File: src/rtl/tbvm_pkg.sv
// ----------------------------------------------------------------------------
// tbvm_pkg
// Shared widths, types and per-moment rounding constants for the tapered box
// volume moments core.
// ----------------------------------------------------------------------------
package tbvm_pkg;

	localparam int NUM_MOM = 10;
	localparam int IN_W    = 24;
	localparam int OUT_W   = 64;
	localparam int SUM_W   = 104;
	localparam int EXT_W   = 106;
	localparam int RED_W   = 72;

	typedef logic signed [IN_W-1:0]  side_t;
	typedef logic signed [SUM_W-1:0] sum_t;
	typedef logic signed [OUT_W-1:0] mom_t;

	// divisor = div << sh, div split as 2^e * odd; inv_m = 4095 / odd; recip = ceil(2^24 / odd)
	typedef struct packed {
		logic [8:0]  div;
		logic [4:0]  sh;
		logic [2:0]  e;
		logic [5:0]  odd;
		logic [10:0] inv_m;
		logic [22:0] recip;
	} rnd_const_t;

	// xx, xy, xz, x, yy, yz, y, zz, z, volume
	localparam rnd_const_t RND_K [NUM_MOM] = '{
		'{9'd360, 5'd30, 3'd3, 6'd45, 11'd91,   23'd372828},
		'{9'd480, 5'd30, 3'd5, 6'd15, 11'd273,  23'd1118482},
		'{9'd240, 5'd15, 3'd4, 6'd15, 11'd273,  23'd1118482},
		'{9'd48,  5'd15, 3'd4, 6'd3,  11'd1365, 23'd5592406},
		'{9'd360, 5'd30, 3'd3, 6'd45, 11'd91,   23'd372828},
		'{9'd240, 5'd15, 3'd4, 6'd15, 11'd273,  23'd1118482},
		'{9'd48,  5'd15, 3'd4, 6'd3,  11'd1365, 23'd5592406},
		'{9'd120, 5'd0,  3'd3, 6'd15, 11'd273,  23'd1118482},
		'{9'd24,  5'd0,  3'd3, 6'd3,  11'd1365, 23'd5592406},
		'{9'd6,   5'd0,  3'd1, 6'd3,  11'd1365, 23'd5592406}
	};

endpackage

File: src/rtl/tbvm_round.sv
// ----------------------------------------------------------------------------
// tbvm_round
// Ten-stage pipeline: round to nearest, floor divide by a small constant
// (power-of-two shift, remainder by 12-bit chunk folding, exact division by
// the odd part) and saturate to 64 bits.
// ----------------------------------------------------------------------------
module tbvm_round import tbvm_pkg::*; (
	input  logic       clk,
	input  logic       arst_n,
	input  logic       vld,
	input  sum_t       s,
	input  rnd_const_t k,
	output logic       vld_out,
	output mom_t       value,
	output logic       sat
);

	logic [9:0] vld_q;

	logic signed [EXT_W-1:0] dw, tw, lim, b_s1;
	logic [5:0]  sa;
	logic [1:0]  clip_s2, clip_s3, clip_s4, clip_s5, clip_s6, clip_s7, clip_s8, clip_s9;
	logic [RED_W-1:0] u_s2, u_s3, u_s4, y_s5, t_s7, u1, u2_s8, u3_s9, q;
	logic [14:0] csum;
	logic [12:0] f_next, f_s3, f_s4, rem;
	logic [35:0] fm;
	logic [11:0] qq_s4;
	logic [34:0] py_s6 [3];

	always_ff @(posedge clk or negedge arst_n) begin
		if (!arst_n) begin
			vld_q <= '0;
		end else begin
			vld_q <= {vld_q[8:0], vld};
		end
	end

	assign vld_out = vld_q[9];

	assign dw  = signed'(EXT_W'(k.div) << k.sh);
	assign tw  = (EXT_W'(s) <<< 1) + dw;
	assign sa  = 6'(k.sh) + 6'(k.e) + 6'd1;
	assign lim = signed'(EXT_W'(k.odd) << (OUT_W - 1));

	always_comb begin
		csum = '0;
		for (int i = 0; i < 6; i++) begin
			csum = csum + 15'(u_s2[12*i +: 12]);
		end
		f_next = 13'(csum[11:0]) + 13'(csum[14:12]);
	end

	assign fm  = 36'(f_s3) * 36'(k.recip);
	assign rem = f_s4 - 13'(18'(qq_s4) * 18'(k.odd));
	assign u1  = t_s7 + (t_s7 << 12);
	assign q   = RED_W'(0) - u3_s9;

	always_ff @(posedge clk) begin
		b_s1 <= tw >>> sa;

		clip_s2 <= {b_s1 >= lim, b_s1 < -lim};
		u_s2    <= RED_W'(b_s1 + lim);

		clip_s3 <= clip_s2;
		u_s3    <= u_s2;
		f_s3    <= f_next;

		clip_s4 <= clip_s3;
		u_s4    <= u_s3;
		f_s4    <= f_s3;
		qq_s4   <= fm[35:24];

		clip_s5 <= clip_s4;
		y_s5    <= u_s4 - RED_W'(rem);

		clip_s6 <= clip_s5;
		for (int i = 0; i < 3; i++) begin
			py_s6[i] <= 35'(y_s5[24*i +: 24]) * 35'(k.inv_m);
		end

		clip_s7 <= clip_s6;
		t_s7    <= (RED_W'(py_s6[2]) << 48) + (RED_W'(py_s6[1]) << 24) + RED_W'(py_s6[0]);

		clip_s8 <= clip_s7;
		u2_s8   <= u1 + (u1 << 24);

		clip_s9 <= clip_s8;
		u3_s9   <= u2_s8 + (u2_s8 << 48);

		sat <= |clip_s9;
		if (clip_s9[1]) begin
			value <= {1'b0, {(OUT_W-1){1'b1}}};
		end else if (clip_s9[0]) begin
			value <= {1'b1, {(OUT_W-1){1'b0}}};
		end else begin
			value <= {~q[OUT_W-1], q[OUT_W-2:0]};
		end
	end

endmodule

File: config.mk
export PLATFORM = sky130hd
export DESIGN_NAME = tbvm_round
export DESIGN_NICKNAME = d
export VERILOG_FILES = /design/src/rtl/tbvm_pkg.sv /design/src/rtl/tbvm_round.sv
export SDC_FILE = /design/constraint.sdc
export NUM_CORES = 2
export LEC_CHECK = 0
export BUFFER_PORTS_ARGS = -buffer_cell sky130_fd_sc_hd__buf_2
export CAP_MARGIN = 5
export CORE_MARGIN = 2
export CORE_UTILIZATION = 60
export DETAILED_ROUTE_END_ITERATION = 6
export GPL_ROUTABILITY_DRIVEN = 0
export PLACE_DENSITY = 0.74
export SETUP_SLACK_MARGIN = 0.4
export SLEW_MARGIN = 0
export SYNTH_ARGS = -nofsm -noshare
export SYNTH_HDL_FRONTEND = slang
export SYNTH_SLANG_ARGS = --single-unit
File: constraint.sdc
create_clock -name clk -period 8.6 [get_ports clk]
set_clock_uncertainty 0.1 [all_clocks]
set_input_delay 1.29 -clock clk [delete_from_list [all_inputs] [get_ports clk]]
set_output_delay 1.29 -clock clk [all_outputs]
set_load 0.01 [all_outputs]
==> summary.md <==
| Metric | Value |
|---|---|
| Status | finished, final reports clean |
| Fin Hold WS | 0.208 ns |
| R2R depth | 26 |
| Clock slew at reported path FFs | 0.06 ns |
| # H-tree levels | 3 |
| Avg Cell Area, Syn | 8.85 µm² |
| FILL cells | 9910 |
| CORE AREA | 120000 µm² |
| Vias in the first global route | 60.4k |
| TritonCTS buffer count | 80 |
| Synth Cell Area | 72600 µm² |
| Area growth from synthesis to layout | 7.13% |
| Cell Rows | 127 |
| Max_slew headroom | 0.227 |
| Largest net degree at the start of global routing | 122 |
| Final net count | 9673 |
| Register area share after synthesis | 0.215 |
| First-pass GRT wire length | 326 mm |
| Crit. End Element | flip-flop |
| Drt wl/cell | 20.8 µm |
| Root Buffer | clkbuf_16 |
| Distinct cells, synth | 113 |
| Placed Cells | 9709 |
| Min Tclk post-route | 7.67 ns |
| Hold Startpoint | clip_s5[1]$_DFF_P_ |
| Antenna Nets Post-Route | 0 |
| Cells after synthesis | 8206 |
| Yosys reg bits | 777 |
| DRC errors left | 0 |
| Clk sinks | 777 |
| Max Fclk | 130 MHz |
| Initial DRC Count | 6062 |
| Final WL | 205 mm |
| CP max stage cell | fa_1 |
| Required time worst endpoint | 9.06 ns |
| Starting Density | 0.605 |
| Reg2reg start | t_s7[1]$_DFF_P_ |
| DIE AREA | 124000 µm² |
| Final slew viol count | 0 |
| Hold Path Cell Cnt | 0 |
| Top post-synthesis cells by area | fa_1, dfxtp_1, ha_1 |
| Fin cells | 9858 |
| Die W | 352 µm |
| Post-DP HPWL | 163 mm |
| Endpoints failing hold | 0 |
| Ys Warns | 0 |
| Drt pass-1 iters | 7 |
| Placement Setup Slack | 0.455 ns |
| Levels on crit path | 29 |
| Syn Nets | 9700 |
| Area leader, netlist | fa_1 |
| Clk_lat worst skew | 0.66 ns |
| Via Count | 60.4k |
| Layout cell share with drive strength beyond 1 | 0.0792 |
| HP Class | reg -> reg |
| Total track usage | 0.332 |
| Crit start category | primary input |
| DR vias/cell | 6.13 |
| Crit path launch | k[36] |
| Maximum root-to-sink buffer count | 3 |
| Top FF cell, synth | dfxtp_1 |
| Remaining Overflow, GRT | 0 |
| Final setup vio count | 0 |
| Setup ws final | 0.933 ns |
| CP peak stage delay | 0.57 ns |
| Final period util | 0.892 |
| Synth top area share | 0.220 |
| Setup TNS | 0 ns |
| Ys async rst share | 0.0129 |
| Die H | 352 µm |
| RSZ-0062 raised after global routing | true |
| Critical path's top delay family | adder cells |
| Max FO, Critical Path | 15 |
| Port Buffers | 229 |
| Worst setup path class | in -> reg |
| Crit path DAT | 8.13 ns |
| I/O pin count | 230 |
| Post-synth EDFFs | 0 |
| Antenna violations before repair | 9 |
| Worst-Margin Slew | 1.15 ns |
| Maxcap violations | 0 |
| TritonCTS clock tree | yes |
| Post-CTS Setup Repair Bufs | 0 |
| Crit path buffers/inverters | 5 |
==> worst paths after layout <==
kind                                       to  slack [ns]
max                          y_s5[57]$_DFF_P_        0.93
max in group asynchronous  vld_q[3]$_DFF_PN0_        7.82
min                        clip_s6[1]$_DFF_P_        0.21
min in group asynchronous  vld_q[5]$_DFF_PN0_        0.40
max reg2reg                 u2_s8[61]$_DFF_P_        0.96
min reg2reg                clip_s6[1]$_DFF_P_        0.21
==> flip-flops by register name, indices dropped and copies added (netlist names), 12 cells and up <==
register,cells
b_s1,106
f_s3,13
f_s4,13
py_s6,86
qq_s4,12
t_s7,64
u2_s8,64
u3_s9,64
u_s2,72
u_s3,64
u_s4,64
value,64
y_s5,64
==> routing by layer <==
layer | GRT usage | vias to the layer above | wire length [µm]
met3 | 0.0509 | 681 | 17200
met1 | 0.417 | 29200 | 79200
li1 | - | 27600 | -
met5 | 0 | - | 56
met2 | 0.556 | 2966 | 97000
met4 | 0.167 | 8 | 11800
==> area by class of cell <==
| cell class | instances | area [µm²] | area share |
|---|---|---|---|
| Sequential cell | 777 | 15600 | 0.201 |
| Clock buffer | 103 | 2240 | 0.0288 |
| Inverter | 854 | 3210 | 0.0412 |
| Timing Repair Buffer | 310 | 1820 | 0.0234 |
| Tap cell | 1612 | 2020 | 0.0259 |
| Clock inverter | 41 | 572 | 0.00735 |
| Multi-Input combinational cell | 6156 | 52300 | 0.672 |
| Antenna cell | 5 | 12.5 | 0.000161 |
==> cells in the mapped netlist (65+ instances only) <==
cell type	count
a211oi_1	76
a21o_1	164
a21oi_1	358
and2_1	386
clkbuf_1	368
dfxtp_1	767
fa_1	797
ha_1	533
inv_1	852
mux2i_1	124
nand2_1	1012
nand3_1	136
nand4_1	81
nor2_1	443
nor3_1	155
nor4_1	67
o21ai_0	250
or3_1	65
xnor2_1	303
xor2_1	150
==> cell usage in the layout (no fill, tap or decap), types with 50 or more instances in the layout <==
| cell | count |
|---|---|
| a211oi_1 | 76 |
| o211ai_1 | 54 |
| nor2b_1 | 53 |
| nor4_1 | 65 |
| a31oi_1 | 55 |
| nand4_1 | 81 |
| xnor2_1 | 299 |
| nand2_1 | 1012 |
| clkbuf_16 | 82 |
| a21o_1 | 164 |
| buf_4 | 76 |
| ha_1 | 532 |
| buf_2 | 229 |
| dfxtp_1 | 766 |
| and2_1 | 386 |
| o21a_1 | 63 |
| nor3_1 | 155 |
| mux2_2 | 55 |
| a21oi_1 | 358 |
| xor2_1 | 147 |
| mux2i_1 | 124 |
| o21ai_0 | 250 |
| o21bai_1 | 50 |
| and3_1 | 61 |
| or3_1 | 65 |
| nand2b_1 | 54 |
| nor2_1 | 443 |
| nand3_1 | 135 |
| inv_1 | 850 |
| fa_1 | 796 |
==> logic make-up after synthesis <==
| group | synth area share |
|---|---|
| adders and majority gates | 0.312 |
| muxes | 0.0354 |
| and+or+nand+nor | 0.176 |
| DFF | 0.215 |
| AOI/OAI and AO/OA | 0.141 |
| buffers and inverters | 0.0666 |
| xor gates and xnor gates | 0.0547 |
==> timing repair <==
action	CTS	global route
hold buffers	0	0
resized for setup	0	3
endpoints found under the setup margin	0	2
==> metrics by stage <==
| step | util | instance area (µm²) |
|---|---|---|
| 4_1_cts | 0.648 | 77700 |
| 3_3_place_gp | 0.625 | 74900 |
| 3_5_place_dp | 0.625 | 74900 |
| 2_1_floorplan | - | 72600 |
| 6_report | 0.648 | 77800 |
| 5_1_grt | 0.648 | 77800 |
Power is not shown: default switching activity piles up to over one toggle a cycle in this logic, so the estimate is an artifact.
